==> src/hdl/fcou_pkg.sv <==
// ----------------------------------------------------------------------------
// fcou_pkg
// shared types, constants and tables of the fly camera orientation update
// ----------------------------------------------------------------------------
package fcou_pkg;

  localparam int FRAC_BITS    = 16;
  localparam int CORDIC_STEPS = 16;
  localparam int VEC_ONE      = 65536;
  localparam int DEG90        = 90 * 65536;
  localparam int DEG180       = 180 * 65536;
  localparam int DEG360       = 360 * 65536;
  localparam int PITCH_LIMIT  = 89 * 65536;
  localparam int CORDIC_GAIN  = 652032874;
  localparam int MOD_TOP      = 10;
  localparam int DIV_TOP      = 17;
  localparam int SQRT_LAST    = 31;
  localparam int XMUL_LAST    = 6;
  localparam int SQ_LAST      = 3;

  localparam logic [2:0] CMD_CURSOR = 3'd0;
  localparam logic [2:0] CMD_FWD    = 3'd1;
  localparam logic [2:0] CMD_BACK   = 3'd2;
  localparam logic [2:0] CMD_LEFT   = 3'd3;
  localparam logic [2:0] CMD_RIGHT  = 3'd4;

  localparam logic [2:0] REG_MOVE_SPEED  = 3'd0;
  localparam logic [2:0] REG_LOOK_SENS   = 3'd1;
  localparam logic [2:0] REG_UP_X        = 3'd2;
  localparam logic [2:0] REG_UP_Y        = 3'd3;
  localparam logic [2:0] REG_UP_Z        = 3'd4;

  typedef struct packed {
    logic        [31:0] move_speed;
    logic        [15:0] look_sensitivity;
    logic signed [17:0] up_x;
    logic signed [17:0] up_y;
    logic signed [17:0] up_z;
  } cfg_t;

  typedef enum logic [4:0] {
    OP_NONE, OP_LOAD, OP_MUL_DX, OP_MUL_DY, OP_PITCH, OP_MODFIX, OP_MODSTEP,
    OP_YAWSET, OP_CINIT, OP_CSTEP, OP_CDONE, OP_FX, OP_FZ, OP_FSET,
    OP_DIST_MUL, OP_DIST, OP_DMUL, OP_DADD, OP_XMUL, OP_NORM, OP_SQ,
    OP_SQRT_INIT, OP_SQRT, OP_DIV_INIT, OP_DIV, OP_DIV_DONE, OP_FINISH
  } dp_op_e;

  typedef enum logic [4:0] {
    ST_IDLE, ST_DISPATCH, ST_MUL_DX, ST_MUL_DY, ST_PITCH, ST_MODFIX, ST_MOD,
    ST_YAWSET, ST_CINIT, ST_CSTEP, ST_CDONE, ST_FX, ST_FZ, ST_FSET,
    ST_XMUL, ST_NORM, ST_SQ, ST_SQRT_INIT, ST_SQRT, ST_DIV_INIT, ST_DIV,
    ST_DIV_DONE, ST_DIST_MUL, ST_DIST, ST_DMUL, ST_DADD, ST_FINISH
  } state_e;

  typedef struct packed {
    dp_op_e     op;
    logic       sel;
    logic [1:0] idx;
    logic [4:0] cnt;
  } dp_cmd_t;

  typedef struct packed {
    logic [2:0] cmd;
    logic       big;
  } dp_stat_t;

  // arctangent of 2^-i in Q16.16 degrees
  function automatic logic signed [32:0] atan_deg(input logic [4:0] i);
    logic signed [32:0] r;
    case (i)
      5'd0:    r = 33'sd2949120;
      5'd1:    r = 33'sd1740967;
      5'd2:    r = 33'sd919879;
      5'd3:    r = 33'sd466945;
      5'd4:    r = 33'sd234379;
      5'd5:    r = 33'sd117304;
      5'd6:    r = 33'sd58666;
      5'd7:    r = 33'sd29335;
      5'd8:    r = 33'sd14668;
      5'd9:    r = 33'sd7334;
      5'd10:   r = 33'sd3667;
      5'd11:   r = 33'sd1833;
      5'd12:   r = 33'sd917;
      5'd13:   r = 33'sd458;
      5'd14:   r = 33'sd229;
      5'd15:   r = 33'sd115;
      5'd16:   r = 33'sd57;
      5'd17:   r = 33'sd29;
      5'd18:   r = 33'sd14;
      5'd19:   r = 33'sd7;
      5'd20:   r = 33'sd4;
      5'd21:   r = 33'sd2;
      5'd22:   r = 33'sd1;
      default: r = 33'sd0;
    endcase
    return r;
  endfunction

endpackage

==> src/hdl/fcou_regs.sv <==
// ----------------------------------------------------------------------------
// fcou_regs
// configuration register bank behind the apb port
// ----------------------------------------------------------------------------
module fcou_regs (
  input  logic               clk_i,
  input  logic               rst_ni,
  input  logic               psel,
  input  logic               penable,
  input  logic               pwrite,
  input  logic [4:0]         paddr,
  input  logic [31:0]        pwdata,
  output logic [31:0]        prdata,
  output logic               pready,
  output fcou_pkg::cfg_t     cfg_o
);
  import fcou_pkg::*;

  cfg_t       cfg_q;
  logic       wr_en;
  logic [2:0] reg_idx;

  assign pready  = 1'b1;
  assign wr_en   = psel & penable & pwrite;
  assign reg_idx = paddr[4:2];
  assign cfg_o   = cfg_q;

  always_ff @(posedge clk_i or negedge rst_ni) begin
    if (!rst_ni) begin
      cfg_q.move_speed       <= 32'd163840;
      cfg_q.look_sensitivity <= 16'd6554;
      cfg_q.up_x             <= 18'sd0;
      cfg_q.up_y             <= 18'sd65536;
      cfg_q.up_z             <= 18'sd0;
    end else if (wr_en) begin
      unique case (reg_idx)
        REG_MOVE_SPEED: cfg_q.move_speed       <= pwdata;
        REG_LOOK_SENS:  cfg_q.look_sensitivity <= pwdata[15:0];
        REG_UP_X:       cfg_q.up_x             <= pwdata[17:0];
        REG_UP_Y:       cfg_q.up_y             <= pwdata[17:0];
        REG_UP_Z:       cfg_q.up_z             <= pwdata[17:0];
        default: ;
      endcase
    end
  end

  always_comb begin
    unique case (reg_idx)
      REG_MOVE_SPEED: prdata = cfg_q.move_speed;
      REG_LOOK_SENS:  prdata = {16'd0, cfg_q.look_sensitivity};
      REG_UP_X:       prdata = {14'd0, cfg_q.up_x};
      REG_UP_Y:       prdata = {14'd0, cfg_q.up_y};
      REG_UP_Z:       prdata = {14'd0, cfg_q.up_z};
      default:        prdata = 32'd0;
    endcase
  end

endmodule

==> config.mk <==
export PLATFORM = sky130hd
export DESIGN_NAME = fcou_regs
export DESIGN_NICKNAME = d
export VERILOG_FILES = /design/src/hdl/fcou_pkg.sv /design/src/hdl/fcou_regs.sv
export SDC_FILE = /design/constraint.sdc
export NUM_CORES = 1
export LEC_CHECK = 0
export ABC_AREA = 0
export ABC_CLOCK_PERIOD_IN_PS = 1500
export BUFFER_PORTS_ARGS = -buffer_cell sky130_fd_sc_hd__buf_2
export CAP_MARGIN = 20
export CORE_MARGIN = 2
export CORE_UTILIZATION = 45
export DETAILED_ROUTE_END_ITERATION = 8
export PLACE_DENSITY = 0.77
export RECOVER_POWER = 50
export SYNTH_ARGS = -nofsm -noshare
export SYNTH_HDL_FRONTEND = slang
export SYNTH_SLANG_ARGS = --single-unit
==> constraint.sdc <==
create_clock -name clk_i -period 1.5 [get_ports clk_i]
set_input_delay 0.225 -clock clk_i [delete_from_list [all_inputs] [get_ports clk_i]]
set_output_delay 0.225 -clock clk_i [all_outputs]
set_load 0.05 [all_outputs]
; ---- After elaboration in Yosys (flattened, before gate mapping)
; Cells that the tools add are included.
; W data, S select, Z words.
[classes]
bitwise = 2
div = 0
n_mux = 1
n_eq_ne = 4
mul = 0
n_addsub = 0
magnitude_cmp = 0
n_shift = 0
reduce_logical = 6
[op_table]
columns = op, n
row1 = $pmux W32 S5, 1
row2 = $reduce_and A2 Y1, 5
row3 = $eq A3 B2 Y1 const B, 2
row4 = $eq A3 B1 Y1 const B, 1
row5 = $eq A3 B3 Y1 const B, 1
row6 = $logic_not A3 Y1, 1
row7 = $and A1 B1 Y1, 2
[totals]
mem_bits_rw = 0
output_inout_bits = 135
n_memories = 0
reg_bits = 102
in_bits = 42
romBits = 0
latchBits = 0

; ---- Longest topological paths before layout
[logic_depth]
depth_word = 3
depth_mapped = 6

; ---- Worst setup path before layout
; OpenSTA, ideal clock, no wires.
[synth_path]
path_kind = input port to output port
start = in paddr[2]
end = out prdata[0]
t_required_ps = 1275
setup_slack_ps = -852
stages = 6
path_buffers = 3
arrival_time_ps = 2127
cell_sequence = buf_4 nor2b_1 clkbuf_1 buf_2 a22oi_1 o21ai_0
[synth_between]
elab_chain_cells = 2
word_cells_on_any_way = 6
classes_between = eq/ne: 4 / mux: 1 / reduce/logical: 1
[synth_rtl]
columns = item, line
row1 = start: declaration, fcou_regs.sv:11  ; input logic [4:0] paddr,
row2 = "$eq A3 B3 Y1, or another cell as far along", fcou_regs.sv:48  ; unique case (reg_idx)
row3 = $pmux W32 S5 (*), fcou_regs.sv:48
row4 = end: declaration, fcou_regs.sv:13  ; output logic [31:0] prdata,
; Every way passes the cells marked *; elsewhere a longest branch is shown, timed or not.

; ---- Worst setup path after layout
[layout_path]
start = reg cfg_q, in the netlist cfg_o[48]
end = out prdata[12]
[layout_between]
elab_chain_cells = 1
[layout_rtl]
columns = item, line
row1 = start: declaration, fcou_regs.sv:19  ; cfg_t cfg_q;
row2 = $pmux W32 S5, fcou_regs.sv:48
; Every way passes these cells.

==> impl_metrics.env <==
export IMPL_outcome="complete, but fails checks"
export IMPL_violations="setup timing"
export IMPL_crit_chain="mux2_4 -> a32oi_4 -> o21ai_4 -> buf_6"
export IMPL_viasPerCell=5.39
export IMPL_wl_per_cell_microns=20.1
export IMPL_clk_insertion_delay_late_ns=0.36
export IMPL_layout_drive_gt1_share=0.825
export IMPL_powerDensity_nw_per_um2=1470
export IMPL_cts_tree="done"
export IMPL_final_instance_count_excl_fill=702
export IMPL_yosys_warnings=0
export IMPL_crit_slowest_cell="dfrtp_2"
export IMPL_grt_pass1_vias=3925
export IMPL_final_setup_tns_ns=-3.94
export IMPL_holdCritPathClass="in -> reg"
export IMPL_core_region_area_sq_um=10300
export IMPL_worst_setup_path_type="reg -> out"
export IMPL_final_cell_mix="112 x buf_2, 72 x mux2_2, 70 x buf_4"
export IMPL_finalCriticalPeriod_ns=1.76
export IMPL_dp_hpwl_mm=9.63
export IMPL_clock_tree_buffer_depth=2
export IMPL_nets=603
export IMPL_finalPower_uw=10600
export IMPL_vias=3784
export IMPL_synthCells=332
export IMPL_critPathMaxStageDelay_ns=0.41
export IMPL_final_common_cell="buf_2"
export IMPL_grtUsageTotal=0.248
export IMPL_synth_nets=374
export IMPL_cts_sinks=102
export IMPL_ys_ff_latch=102
export IMPL_grt_max_degree=39
export IMPL_finalClockSkew_ns=0
export IMPL_finalCritPeriodShare=1.17
export IMPL_port_buffers=173
export IMPL_synth_seq_area_share=0.538
export IMPL_cp_max_fo=2
export IMPL_drt_antenna_violating_nets=0
export IMPL_area_growth_pct=50.5
export IMPL_synth_ff_type="dfrtp_1"
export IMPL_drcViolationCount=0
export IMPL_dp_cells=650
export IMPL_worst_slack_ns=-0.261
export IMPL_synth_area_per_cell_sq_um=14.4
export IMPL_routed_wl_mm=14.1
export IMPL_htree_num_levels=3
export IMPL_crit_path_end_kind="output pin"
export IMPL_clkSlewWorstSetupHoldPaths_ns=0.10
export IMPL_row_count=37
export IMPL_synth_distinct_cells=31
export IMPL_hold_violations=0
export IMPL_largest_reg_flops=102
export IMPL_synth_edf_count=0
export IMPL_drv_cap=0
export IMPL_dieArea_sq_um=11400
export IMPL_fin_util=0.695
export IMPL_die_h_microns=107
export IMPL_finalSetupViolations=32
export IMPL_synth_async_reset_ratio=1.00
export IMPL_fmax_mhz=568
export IMPL_cts_root_buf="clkbuf_8"
export IMPL_antenna_found_initial=0
export IMPL_p_leak_uw=0.00354
export IMPL_r2r_setup_slack_ns=0.46
export IMPL_tightest_slew_ns=1.07
export IMPL_fillCellCount=700
export IMPL_io_pins=177
export IMPL_rsz0062_at_grt="yes"
export IMPL_path_buf_inv=1
export IMPL_arrival_ns=1.54
export IMPL_slew_headroom=0.285
export IMPL_worst_hold_slack_ns=0.0824
export IMPL_slew_violations=0
export IMPL_drt_iter0_drc=146
export IMPL_grt_pass1_wl_mm=21.6
export IMPL_numCtsBuffers=9
export IMPL_initial_core_util=0.462
export IMPL_worstPathRequired_ns=1.27
export IMPL_die_w_microns=107
export IMPL_antenna_cells=0
export IMPL_cp_top_family="flip-flops"
export IMPL_worstSetupStartpointType="flip-flop"
export IMPL_globalRoute_totalOverflow=0
export IMPL_gp_congestion=0.822
export IMPL_drtPass1Iterations=4
export IMPL_synth_area_sq_um=4770
export IMPL_peakVddDrop_mv=0.788
[metrics by stage]
step | area (sq um) | setup WS [ns]
final | 7170 | -0.261
after global routing | 7170 | -0.310
after CTS | 7080 | -0.263
after detailed placement | 6290 | -0.202
after global placement | 6290 | -0.175
after floorplan | 5040 | -0.0268
[synthesized netlist by cell type (2+ instances only)]
cell type / instances / area (sq um)
and2_1: 14 / 87.6
a32oi_1: 16 / 140
a22oi_1: 16 / 120
nor2b_1: 4 / 25.0
dfstp_2: 10 / 263
dfrtp_1: 92 / 2300
buf_2: 7 / 35.0
mux2i_1: 2 / 20.0
buf_6: 3 / 33.8
a2bb2oi_1: 2 / 17.5
o22ai_1: 2 / 12.5
mux2_4: 30 / 450
nand3_1: 2 / 10.0
buf_4: 6 / 45.0
o21ai_0: 15 / 75.1
mux2_2: 87 / 980
clkbuf_1: 10 / 37.5
[power breakdown]
part	internal (uW)	leakage [uW]	switching, uW
clock	953	0.000107	984
sequential	3350	0.00125	433
combinational	1630	0.00219	3230
total	5930	0.00354	4640
[area by class of cell]
| cell class | count | area [sq um] | share of cell area |
|---|---|---|---|
| clock buffer | 10 | 128 | 0.0178 |
| clock inverter | 6 | 93.8 | 0.0131 |
| inverter | 1 | 6.26 | 0.000872 |
| multi-input combinational | 203 | 2550 | 0.356 |
| sequential | 102 | 2590 | 0.362 |
| tap | 136 | 170 | 0.0237 |
| timing repair buffer | 244 | 1630 | 0.227 |
[worst paths after layout]
kind	startpoint	end	cells past startpoint
min in group asynchronous	rst_ni	cfg_o[92]	2
worst min-delay path	pwdata[18]	cfg_o[88]	2
worst max register to register	cfg_o[44]	cfg_o[44]	3
worst min register to register	cfg_o[33]	cfg_o[33]	1
max in group asynchronous	rst_ni	cfg_o[85]	3
worst max-delay path	cfg_o[48]	prdata[12]	4
[kinds of logic (layout without fill, tap and decap cells)]
| group | Yosys count | count (layout) | synth area share |
|---|---|---|---|
| other | 1 | 1 | 0.000787 |
| and+or+nand+nor | 30 | 30 | 0.0444 |
| AOI/OAI and AO/OA | 52 | 52 | 0.0777 |
| DFF | 102 | 102 | 0.538 |
| buffers and inverters | 27 | 261 | 0.0325 |
| muxes | 120 | 120 | 0.307 |
[per-layer routing]
layer | vias up | share of wire | GRT usage
li1 | 1690 | - | -
met1 | 1966 | 0.42 | 0.320
met2 | 114 | 0.52 | 0.425
met3 | 14 | 0.046 | 0.0371
met4 | 0 | 0.014 | 0.0881
met5 | - | 0 | 0
[repair_timing]
item,4_1_cts,5_1_grt
cloned,1,0
buffers inserted,29,5
endpoints found under the hold margin,15,0
pin swaps,17,7
setup endpoints to repair,32,19
resized for setup,81,20
hold buffers,1,0
(Power assumes the default switching activity.)
