==> config.mk <==
export PLATFORM = sky130hd
export DESIGN_NAME = fcou_ctrl
export DESIGN_NICKNAME = d
export VERILOG_FILES = /design/src/hdl/fcou_pkg.sv /design/src/hdl/fcou_ctrl.sv
export SDC_FILE = /design/constraint.sdc
export NUM_CORES = 1
export LEC_CHECK = 0
export BUFFER_PORTS_ARGS = -buffer_cell sky130_fd_sc_hd__buf_2
export CORE_MARGIN = 8
export CORE_UTILIZATION = 35
export DETAILED_ROUTE_END_ITERATION = 6
export PLACE_DENSITY = 0.54
export SLEW_MARGIN = 20
export SYNTH_ARGS = -nofsm -noshare
export SYNTH_HDL_FRONTEND = slang
export SYNTH_SLANG_ARGS = --single-unit
export TNS_END_PERCENT = 50
==> constraint.sdc <==
create_clock -name clk_i -period 2.5 [get_ports clk_i]
set_input_delay 0.375 -clock clk_i [delete_from_list [all_inputs] [get_ports clk_i]]
set_output_delay 0.375 -clock clk_i [all_outputs]
set_load 0.02 [all_outputs]
==> src/hdl/fcou_pkg.sv <==
// ----------------------------------------------------------------------------
// fcou_pkg
// shared types, constants and tables of the fly camera orientation update
// ----------------------------------------------------------------------------
package fcou_pkg;

  localparam int FRAC_BITS    = 16;
  localparam int CORDIC_STEPS = 16;
  localparam int VEC_ONE      = 65536;
  localparam int DEG90        = 90 * 65536;
  localparam int DEG180       = 180 * 65536;
  localparam int DEG360       = 360 * 65536;
  localparam int PITCH_LIMIT  = 89 * 65536;
  localparam int CORDIC_GAIN  = 652032874;
  localparam int MOD_TOP      = 10;
  localparam int DIV_TOP      = 17;
  localparam int SQRT_LAST    = 31;
  localparam int XMUL_LAST    = 6;
  localparam int SQ_LAST      = 3;

  localparam logic [2:0] CMD_CURSOR = 3'd0;
  localparam logic [2:0] CMD_FWD    = 3'd1;
  localparam logic [2:0] CMD_BACK   = 3'd2;
  localparam logic [2:0] CMD_LEFT   = 3'd3;
  localparam logic [2:0] CMD_RIGHT  = 3'd4;

  localparam logic [2:0] REG_MOVE_SPEED  = 3'd0;
  localparam logic [2:0] REG_LOOK_SENS   = 3'd1;
  localparam logic [2:0] REG_UP_X        = 3'd2;
  localparam logic [2:0] REG_UP_Y        = 3'd3;
  localparam logic [2:0] REG_UP_Z        = 3'd4;

  typedef struct packed {
    logic        [31:0] move_speed;
    logic        [15:0] look_sensitivity;
    logic signed [17:0] up_x;
    logic signed [17:0] up_y;
    logic signed [17:0] up_z;
  } cfg_t;

  typedef enum logic [4:0] {
    OP_NONE, OP_LOAD, OP_MUL_DX, OP_MUL_DY, OP_PITCH, OP_MODFIX, OP_MODSTEP,
    OP_YAWSET, OP_CINIT, OP_CSTEP, OP_CDONE, OP_FX, OP_FZ, OP_FSET,
    OP_DIST_MUL, OP_DIST, OP_DMUL, OP_DADD, OP_XMUL, OP_NORM, OP_SQ,
    OP_SQRT_INIT, OP_SQRT, OP_DIV_INIT, OP_DIV, OP_DIV_DONE, OP_FINISH
  } dp_op_e;

  typedef enum logic [4:0] {
    ST_IDLE, ST_DISPATCH, ST_MUL_DX, ST_MUL_DY, ST_PITCH, ST_MODFIX, ST_MOD,
    ST_YAWSET, ST_CINIT, ST_CSTEP, ST_CDONE, ST_FX, ST_FZ, ST_FSET,
    ST_XMUL, ST_NORM, ST_SQ, ST_SQRT_INIT, ST_SQRT, ST_DIV_INIT, ST_DIV,
    ST_DIV_DONE, ST_DIST_MUL, ST_DIST, ST_DMUL, ST_DADD, ST_FINISH
  } state_e;

  typedef struct packed {
    dp_op_e     op;
    logic       sel;
    logic [1:0] idx;
    logic [4:0] cnt;
  } dp_cmd_t;

  typedef struct packed {
    logic [2:0] cmd;
    logic       big;
  } dp_stat_t;

  // arctangent of 2^-i in Q16.16 degrees
  function automatic logic signed [32:0] atan_deg(input logic [4:0] i);
    logic signed [32:0] r;
    case (i)
      5'd0:    r = 33'sd2949120;
      5'd1:    r = 33'sd1740967;
      5'd2:    r = 33'sd919879;
      5'd3:    r = 33'sd466945;
      5'd4:    r = 33'sd234379;
      5'd5:    r = 33'sd117304;
      5'd6:    r = 33'sd58666;
      5'd7:    r = 33'sd29335;
      5'd8:    r = 33'sd14668;
      5'd9:    r = 33'sd7334;
      5'd10:   r = 33'sd3667;
      5'd11:   r = 33'sd1833;
      5'd12:   r = 33'sd917;
      5'd13:   r = 33'sd458;
      5'd14:   r = 33'sd229;
      5'd15:   r = 33'sd115;
      5'd16:   r = 33'sd57;
      5'd17:   r = 33'sd29;
      5'd18:   r = 33'sd14;
      5'd19:   r = 33'sd7;
      5'd20:   r = 33'sd4;
      5'd21:   r = 33'sd2;
      5'd22:   r = 33'sd1;
      default: r = 33'sd0;
    endcase
    return r;
  endfunction

endpackage

==> src/hdl/fcou_ctrl.sv <==
// ----------------------------------------------------------------------------
// fcou_ctrl
// sequencer: steps the datapath through each transaction and runs handshakes
// ----------------------------------------------------------------------------
module fcou_ctrl (
  input  logic                clk_i,
  input  logic                rst_ni,
  input  logic                in_valid_i,
  output logic                in_ready_o,
  output logic                out_valid_o,
  input  logic                out_ready_i,
  input  fcou_pkg::dp_stat_t  stat_i,
  output fcou_pkg::dp_cmd_t   ctl_o
);
  import fcou_pkg::*;

  state_e     state_q, state_d;
  logic [4:0] cnt_q, cnt_d;
  logic [1:0] idx_q, idx_d;
  logic       sel_q, sel_d;
  logic       out_valid_q, out_valid_d;

  always_ff @(posedge clk_i or negedge rst_ni) begin
    if (!rst_ni) begin
      state_q     <= ST_IDLE;
      cnt_q       <= '0;
      idx_q       <= '0;
      sel_q       <= 1'b0;
      out_valid_q <= 1'b0;
    end else begin
      state_q     <= state_d;
      cnt_q       <= cnt_d;
      idx_q       <= idx_d;
      sel_q       <= sel_d;
      out_valid_q <= out_valid_d;
    end
  end

  assign out_valid_o = out_valid_q;

  always_comb begin
    state_d     = state_q;
    cnt_d       = cnt_q;
    idx_d       = idx_q;
    sel_d       = sel_q;
    out_valid_d = out_valid_q & ~out_ready_i;
    in_ready_o  = 1'b0;
    ctl_o.op    = OP_NONE;
    ctl_o.sel   = sel_q;
    ctl_o.idx   = idx_q;
    ctl_o.cnt   = cnt_q;
    unique case (state_q)
      ST_IDLE: begin
        in_ready_o = 1'b1;
        if (in_valid_i) begin
          ctl_o.op = OP_LOAD;
          state_d  = ST_DISPATCH;
        end
      end
      ST_DISPATCH: begin
        cnt_d = '0;
        case (stat_i.cmd) inside
          CMD_CURSOR:          state_d = ST_MUL_DX;
          CMD_FWD, CMD_BACK:   state_d = ST_DIST_MUL;
          CMD_LEFT, CMD_RIGHT: state_d = ST_XMUL;
          default:             state_d = ST_FINISH;
        endcase
      end
      ST_MUL_DX: begin
        ctl_o.op = OP_MUL_DX;
        state_d  = ST_MUL_DY;
      end
      ST_MUL_DY: begin
        ctl_o.op = OP_MUL_DY;
        state_d  = ST_PITCH;
      end
      ST_PITCH: begin
        ctl_o.op = OP_PITCH;
        state_d  = ST_MODFIX;
      end
      ST_MODFIX: begin
        ctl_o.op = OP_MODFIX;
        cnt_d    = 5'(MOD_TOP);
        state_d  = ST_MOD;
      end
      ST_MOD: begin
        ctl_o.op = OP_MODSTEP;
        if (cnt_q == 5'd0) begin
          state_d = ST_YAWSET;
        end else begin
          cnt_d = cnt_q - 5'd1;
        end
      end
      ST_YAWSET: begin
        ctl_o.op = OP_YAWSET;
        sel_d    = 1'b0;
        state_d  = ST_CINIT;
      end
      ST_CINIT: begin
        ctl_o.op = OP_CINIT;
        cnt_d    = '0;
        state_d  = ST_CSTEP;
      end
      ST_CSTEP: begin
        ctl_o.op = OP_CSTEP;
        if (cnt_q == 5'(CORDIC_STEPS - 1)) begin
          state_d = ST_CDONE;
        end else begin
          cnt_d = cnt_q + 5'd1;
        end
      end
      ST_CDONE: begin
        ctl_o.op = OP_CDONE;
        if (sel_q) begin
          state_d = ST_FX;
        end else begin
          sel_d   = 1'b1;
          state_d = ST_CINIT;
        end
      end
      ST_FX: begin
        ctl_o.op = OP_FX;
        state_d  = ST_FZ;
      end
      ST_FZ: begin
        ctl_o.op = OP_FZ;
        state_d  = ST_FSET;
      end
      ST_FSET: begin
        ctl_o.op = OP_FSET;
        state_d  = ST_FINISH;
      end
      ST_XMUL: begin
        ctl_o.op = OP_XMUL;
        if (cnt_q == 5'(XMUL_LAST)) begin
          state_d = ST_NORM;
        end else begin
          cnt_d = cnt_q + 5'd1;
        end
      end
      ST_NORM: begin
        ctl_o.op = OP_NORM;
        if (!stat_i.big) begin
          cnt_d   = '0;
          state_d = ST_SQ;
        end
      end
      ST_SQ: begin
        ctl_o.op = OP_SQ;
        if (cnt_q == 5'(SQ_LAST)) begin
          state_d = ST_SQRT_INIT;
        end else begin
          cnt_d = cnt_q + 5'd1;
        end
      end
      ST_SQRT_INIT: begin
        ctl_o.op = OP_SQRT_INIT;
        cnt_d    = '0;
        state_d  = ST_SQRT;
      end
      ST_SQRT: begin
        ctl_o.op = OP_SQRT;
        if (cnt_q == 5'(SQRT_LAST)) begin
          idx_d   = '0;
          state_d = ST_DIV_INIT;
        end else begin
          cnt_d = cnt_q + 5'd1;
        end
      end
      ST_DIV_INIT: begin
        ctl_o.op = OP_DIV_INIT;
        cnt_d    = 5'(DIV_TOP);
        state_d  = ST_DIV;
      end
      ST_DIV: begin
        ctl_o.op = OP_DIV;
        if (cnt_q == 5'd0) begin
          state_d = ST_DIV_DONE;
        end else begin
          cnt_d = cnt_q - 5'd1;
        end
      end
      ST_DIV_DONE: begin
        ctl_o.op = OP_DIV_DONE;
        if (idx_q == 2'd2) begin
          state_d = ST_DIST_MUL;
        end else begin
          idx_d   = idx_q + 2'd1;
          state_d = ST_DIV_INIT;
        end
      end
      ST_DIST_MUL: begin
        ctl_o.op = OP_DIST_MUL;
        state_d  = ST_DIST;
      end
      ST_DIST: begin
        ctl_o.op = OP_DIST;
        idx_d    = '0;
        state_d  = ST_DMUL;
      end
      ST_DMUL: begin
        ctl_o.op = OP_DMUL;
        state_d  = ST_DADD;
      end
      ST_DADD: begin
        ctl_o.op = OP_DADD;
        if (idx_q == 2'd2) begin
          state_d = ST_FINISH;
        end else begin
          idx_d   = idx_q + 2'd1;
          state_d = ST_DMUL;
        end
      end
      ST_FINISH: begin
        if (!out_valid_q || out_ready_i) begin
          ctl_o.op    = OP_FINISH;
          out_valid_d = 1'b1;
          state_d     = ST_IDLE;
        end
      end
      default: state_d = ST_IDLE;
    endcase
  end

endmodule

### After elaboration in Yosys (flattened, before gate mapping)

Index checks and enable logic that the tools add are counted.

* register bits: 14
* input bits: 8
* output and inout port bits: 15
* logic and storage cells: 109

* add/subtract/negate cells: 3
* equality and inequality tests: 50
* multiplexer cells: 33
* bitwise operators: 2
* reduce and logical (&&, ||, !) cells: 16

Operator list (count)
* case mux 5 bit (27 select lines): 1
* case mux 5 bit (26 select lines): 1
* two-way mux 5 bit: 19
* == test 5 bit (second input constant): 12
* == test 5 x 4 -> 1 bit (second input constant): 9
* case mux 5 bit (9 select lines): 1
* != test 2 bit (second input constant): 15
* == test 5 x 3 -> 1 bit (second input constant): 5
* == test 5 x 2 -> 1 bit (second input constant): 3
* zero test 5 bit: 2
* AND reduction 9 bit: 1
* nonzero test 9 bit: 1
* two-way mux 2 bit: 4
* OR reduction 2 bit: 4
* AND reduction 7 bit: 1
* == test 3 x 2 -> 1 bit (second input constant): 2
* case mux 2 bit (3 select lines): 1
* adder 5 x 1 -> 5 bit (second input constant): 1
* == test 5 x 1 -> 1 bit (second input constant): 1
* subtractor 5 x 1 -> 5 bit (second input constant): 1
* two-way mux 1 bit: 4
* == test 3 x 1 -> 1 bit (second input constant): 1
* == test 3 bit (second input constant): 1
* zero test 3 bit: 1
* other kinds (12): 12

### Depth between registers and ports, before layout

Gate-level depths: netlist of the first run.

* word-level depth: 6
* gate-level depth with buffers: 10
* depth with buffers taken out: 9

### Worst setup path after synthesis of the first run

No wires, ideal clock.

* kind: register -> output
* start point: register state_q[1]
* end point: output ctl_o[8] in the netlist's numbering
* arrival time: 2.033 ns
* required time: 2.125 ns
* path slack: 0.092 ns
* stages on the path, launching flop included: 6
* path buffers: 2
* cells stage by stage: dfrtp_1 > buf_6 > or2_2 > buf_2 > nor4_1 > a22o_1

RTL lines
* start: declaration: RTL line fcou_ctrl.sv:17 `state_e state_q, state_d;`
* start signal: assignment: RTL line fcou_ctrl.sv:31 `state_q <= state_d;`
* end: declaration: RTL line fcou_ctrl.sv:13 `output fcou_pkg::dp_cmd_t ctl_o`

==> key figures, run 1 <==
Run status
  – Status: finished clean

Yosys
  – Synth top area cells: dfrtp_1 21%, o21ai_0 4.8%, a21oi_1 4.5%, nand2_1 3.6%, nor2_1 3.6%
  – Synth cell count leaders: 16 x nand2_1, 16 x nor2_1, 16 x o21ai_0, 15 x a21oi_1, 14 x dfrtp_1
  – Warnings, synthesis: 0
  – Mapped cell area: 1680 um2
  – Share of synthesized registers carrying an async set or reset: 100%
  – Number of flops mapped to enable cells by yosys: 0
  – Post-Synthesis Cells: 213
  – Distinct cells, synth: 63
  – Largest area contributor in the synthesized netlist: dfrtp_1
  – Ys flop type: dfrtp_1
  – Yosys top cell area share: 20.8%
  – Synthesis-stage register bit count: 14
  – Net Count, Synth: 226
  – Sequential element share of the synthesized area: 20.8%
  – Syn avg cell area: 7.91 um2

Run
  – Max cap viols: 0

Critical path
  – Critical Path RT: 2.12 ns
  – CP arrival: 1.91 ns
  – CP startpoint kind: register
  – Crit-path max FO: 27
  – Worst path cell trace: buf_4 -> or2_2 -> nor4_1 -> a22o_1 -> buf_2
  – R2R setup slack: 0.30 ns
  – Slowest CP cell: or2_2
  – Worst setup EP type: output pin
  – Setup Crit Path Kind: reg2out
  – Max incr delay on CP: 0.44 ns

Pwr
  – NetSw: 1.48 mW
  – Tot Pwr: 2.78 mW
  – Sw frac: 53.3%
  – Part of the power in the clock network: 7.9%
  – VDD IR max: 0.000637 V
  – Pwr dens: 1500 nW/um2
  – Lkg Pwr: 0.804 nW
  – P_int: 1.30 mW
  – Power share of the combinational group: 76.4%
  – Sequential share of power: 15.6%

Floorplan
  – CORE AREA: 4690 um2
  – Die area: 7290 um2
  – Num rows: 25
  – Die Wd: 85.4 um
  – Die Y: 85.4 um
  – Starting density of the core: 35.9%
  – I/O Pins: 23

Place
  – I/O Buffers: 22
  – Cell count after placement: 277
  – Cell Area, Placed: 1800 um2
  – GPL Wtd Cong: 0.899
  – HPWL after DPL: 3.46 mm

Timing
  – Worst Tran Pin Value: 0.424 ns
  – Final Critical Period: 2.28 ns
  – Fmax: 438 MHz
  – RSZ-0062 raised after global routing: no
  – Total negative setup slack: 0 ns
  – Fin crit share: 91.2%
  – Max-slew violations: 0
  – Clock Skew: 0.00211 ns
  – Hold Violations, Final: 0
  – Slew HR: 71.6%
  – # setup viols final: 0

Clocking
  – CTS sink cnt: 14
  – Worst-skew pair later-pin latency: 0.24 ns
  – Root Buffer: clkbuf_8
  – Cts hold-fix bufs: 0
  – Worst-path clk slew: 0.06 ns
  – H-tree depth: 1
  – Maximum clock path buffer count: 2
  – Post-CTS sizing: 0
  – Post-CTS setup buffers: 0
  – CTS tree: built
  – TritonCTS Buffers: 3

Global route
  – GR Overflow Total: 0
  – Antenna violations before repair: 0
  – Overall global routing resource usage: 13.1%
  – Vias in the first global route: 1470
  – Largest net degree at the start of global routing: 38
  – First-pass GRT wire length: 7.69 mm

Final layout
  – Fin util: 39.4%
  – Finished Cell Area: 1850 um2
  – Final net count: 241
  – Ant. Diodes: 0
  – Syn-to-layout area delta: 9.88%
  – Layout cells sized above 1: 22.5%
  – Post-route insts no fill: 281

Routing
  – Initial DRC Count: 142
  – Drt first pass iters: 4
  – DRC Markers: 0
  – DR WL/cell: 16.8 um
  – DRT Wirelength: 4.72 mm
  – Via-to-Cell Ratio: 5.73
  – Antenna Nets Post-Route: 0
  – Vias: 1611

Worst hold path
  – Worst hold path type: in2async
## metrics by stage
stage	setup slack [ns]	hold slack, ns
after floorplan	0.0916	0.0794
after global placement	0.365	0.286
after detailed placement	0.341	0.290
after CTS	0.213	0.0249
after global routing	0.0770	0.0294
final	0.219	0.0198
## layout by cell type, fill, tap and decap left out, types with 3 or more instances in the layout
cell,Yosys,final
a211oi_1,3,3
a21o_1,3,3
a21oi_1,15,15
a31oi_1,3,3
buf_2,8,22
buf_4,3,6
clkbuf_8,0,4
dfrtp_1,14,14
ha_1,4,4
inv_1,7,7
mux2_2,4,4
mux2i_1,5,5
nand2_1,16,16
nand2b_1,4,4
nand3_1,7,7
nand4_1,4,4
nor2_1,16,16
nor2b_1,5,5
nor3_1,5,5
o211ai_1,3,3
o21ai_0,16,16
o22ai_1,7,7
o2bb2ai_1,3,3
xnor2_1,3,3
## area by class of cell
| type | count | area [um2] |
|---|---|---|
| multi-input combinational | 173 | 1190 |
| fill | 506 | 2840 |
| sequential | 14 | 350 |
| timing repair buffer | 28 | 155 |
| inverter | 8 | 30.0 |
| clock buffer | 4 | 55.1 |
| tap | 54 | 67.6 |
## flip-flops by register name, indices dropped and copies added, names as in the netlist
| register | count |
|---|---|
| out_valid_o | 1 |
| sel_q | 1 |
| idx_q | 2 |
| cnt_q | 5 |
| state_q | 5 |
## final timing paths
path	depth (start not counted)	to	startpoint
setup reg to reg	9	cnt_q[1]	state_q[4]
min in group clk_i	1	idx_q[1]	idx_q[1]
hold / removal	1	sel_q	rst_ni
setup / recovery	5	ctl_o[8]	state_q[1]
max in group asynchronous	1	state_q[1]	rst_ni
hold reg to reg	1	idx_q[1]	idx_q[1]
## worst max-delay path: cells and delay by family (launching register included)
kind                   cells  cell delay, ns
AOI/OAI and AO/OA          1            0.19
buffers and inverters      2            0.39
DFF                        1            0.38
and+or+nand+nor            2            0.70
## cells by family after synthesis
group	synth area share (%)
and+or+nand+nor	27.0
AOI/OAI and AO/OA	29.2
buffers and inverters	8.39
DFF	20.8
muxes	7.87
xor gates and xnor gates	2.60
adders and majority gates	4.16
## per-layer routing
metal	GRT usage [%]	share of wire, %
met1	17.6	47
met2	20.7	48
met3	2.61	3.3
met4	3.34	1.4
met5	0	0
## power groups by stage
stage	Combinational [mW]	Clock (mW)	Sequential, mW
floorplan	1.66	0	0.460
global placement	2.12	0	0.434
detailed placement	2.12	0	0.438
CTS	2.12	0.229	0.434
global route	2.34	0.237	0.447
finish	2.12	0.220	0.434
Note: power is estimated with default switching activity, not from simulation.
==> inputs of run 2 (changes only) <==
- CORE_UTILIZATION: 35 -> 45
- PLACE_DENSITY: 0.54 -> 0.66
==> key figures, run 2 (synthesized netlist as in run 1, its figures left out) <==
Timing
  – Max-slew violations: 0 (unchanged)
  – RSZ-0062 raised after global routing: no
  – # setup viols final: 0 (unchanged)
  – Total negative setup slack: 0 ns (unchanged)
  – Worst Tran Pin Value: 0.470 ns (+0.0465 ns)
  – Fmax: 434 MHz (-1.1%)
  – Slew HR: 68.5% (-3.1 points)
  – WHS: 0.0234 ns (+0.00362 ns)
  – Hold Violations, Final: 0 (unchanged)
  – Final Critical Period: 2.31 ns (+0.0247 ns)
  – Clock Skew: 0.0133 ns (+0.0112 ns)
  – Fin crit share: 92.2% (+0.99 points)

Critical path
  – Setup Crit Path Kind: reg2out
  – Worst setup EP type: output pin
  – Critical path's top delay family: simple AND/OR/NAND/NOR gates
  – Critical Path RT: 2.12 ns (about the same)
  – CP startpoint kind: register
  – WP buf/inv: 2 (unchanged)
  – Crit-path max FO: 28 (+3.7%)
  – Slowest CP cell: or2_2
  – CP arrival: 1.93 ns (+0.02 ns)
  – Max incr delay on CP: 0.42 ns (-0.02 ns)
  – Worst path cell trace: buf_4 -> or2_2 -> nor4_1 -> a22o_1 -> buf_2

Floorplan
  – Die area: 5960 um2 (-18%)
  – Num rows: 22 (-12%)
  – Die Y: 77.2 um (-9.6%)
  – I/O Pins: 23 (unchanged)
  – CORE AREA: 3630 um2 (-23%)
  – Starting density of the core: 46.3% (+10 points)
  – Die Wd: 77.2 um (-9.6%)

Pwr
  – Lkg Pwr: 0.804 nW (about the same)
  – Pwr dens: 1500 nW/um2 (-0.10%)
  – Tot Pwr: 2.76 mW (-0.51%)
  – VDD IR max: 0.000930 V (+46%)

Final layout
  – Syn-to-layout area delta: 9.44%
  – FF+latch area: 350 um2 (unchanged)
  – Largest registers: cnt_q: 5 flops, state_q: 5 flops, idx_q: 2 flops
  – Final net count: 241 (unchanged)
  – Multi-input gate area: 1190 um2 (unchanged)
  – Most frequent cells in the layout: 22 x buf_2, 16 x o21ai_0, 16 x nand2_1, 16 x nor2_1, 15 x a21oi_1
  – Fill count: 356 (-30%)
  – Commonest non-fill, non-tap cell in the layout: buf_2
  – Post-route insts no fill: 275 (-2.1%)
  – Ant. Diodes: 0 (unchanged)
  – Layout cells sized above 1: 22.5% (unchanged)

Global route
  – Antenna violations before repair: 0 (unchanged)
  – Vias in the first global route: 1553 (+5.6%)
  – First-pass GRT wire length: 7.86 mm (+2.2%)
  – Largest net degree at the start of global routing: 38 (unchanged)
  – Overall global routing resource usage: 15.7% (+2.6 points)
  – GR Overflow Total: 0 (unchanged)

Worst hold path
  – Worst hold path type: in2async

Clocking
  – H-tree depth: 1 (unchanged)
  – CTS tree: built
  – Root Buffer: clkbuf_8
  – Worst-skew pair later-pin latency: 0.26 ns (+0.02 ns)
  – CTS sink cnt: 14 (unchanged)
  – Post-CTS setup buffers: 0 (unchanged)
  – Cts hold-fix bufs: 0 (unchanged)
  – TritonCTS Buffers: 3 (unchanged)
  – Worst-path clk slew: 0.07 ns (about the same)
  – Post-CTS sizing: 0 (unchanged)
  – Maximum clock path buffer count: 2 (unchanged)

Place
  – GPL Wtd Cong: 0.859 (-4.4%)
  – HPWL after DPL: 3.27 mm (-5.7%)
  – I/O Buffers: 22 (unchanged)
  – Cell count after placement: 271 (-2.2%)

Routing
  – DRC Markers: 0 (unchanged)
  – DR WL/cell: 16.5 um (-1.9%)
  – Initial DRC Count: 239 (+68%)
  – Drt first pass iters: 4 (unchanged)
  – DRT Wirelength: 4.53 mm (-4.0%)
  – Vias: 1650 (+2.4%)
  – Antenna Nets Post-Route: 0 (unchanged)
  – Via-to-Cell Ratio: 6.00 (+4.7%)

Run status
  – Status: finished clean

Run
  – Max cap viols: 0 (unchanged)
run 2: cell counts in the layout (fill, tap and decap cells not counted):
Identical to the previous run, type by type.
run 2: per-layer routing:
layer / up-vias / track usage (%) / part of all wire [%]
met4: 0 / 3.58 / 0.97
met5: - / 0 / 0
li1: 826 / - / -
met3: 6 / 3.85 / 6.8
met2: 55 / 22.7 / 46
met1: 763 / 22.3 / 46
run 2: power breakdown:
group / leakage [nW] / switching [mW] / internal [mW]
Sequential: 0.175 / 0.101 / 0.320
Combinational: 0.600 / 1.27 / 0.833
Clock: 0.0288 / 0.0964 / 0.140
Total: 0.804 / 1.47 / 1.29
run 2: path summary, 6_finish.rpt:
path | slack, ns | cells past startpoint | end | from
setup / recovery | 0.19 | 5 | ctl_o[8] | state_q[2]
hold / removal | 0.02 | 1 | state_q[2] | rst_ni
setup reg to reg | 0.33 | 9 | cnt_q[3] | state_q[4]
hold reg to reg | 0.55 | 1 | idx_q[1] | idx_q[1]
max in group asynchronous | 2.19 | 1 | cnt_q[4] | rst_ni
min in group clk_i | 0.48 | 3 | out_valid_o | out_ready_i
run 2: area by class of cell:
class	count	share of cell area, %
well taps	48	3.26
repair buffers	28	8.42
flip-flops and latches	14	19.0
clock buffers	4	2.99
multi-input cells	173	64.7
inverters	8	1.63
run 2: metrics by stage:
step	cell area, um2	utilization (%)	setup slack (ns)
2_1_floorplan	1680	-	0.0916
3_3_place_gp	1790	49.2	0.342
3_5_place_dp	1790	49.2	0.312
4_1_cts	1840	50.7	0.194
5_1_grt	1840	50.7	0.0779
6_report	1840	50.7	0.195
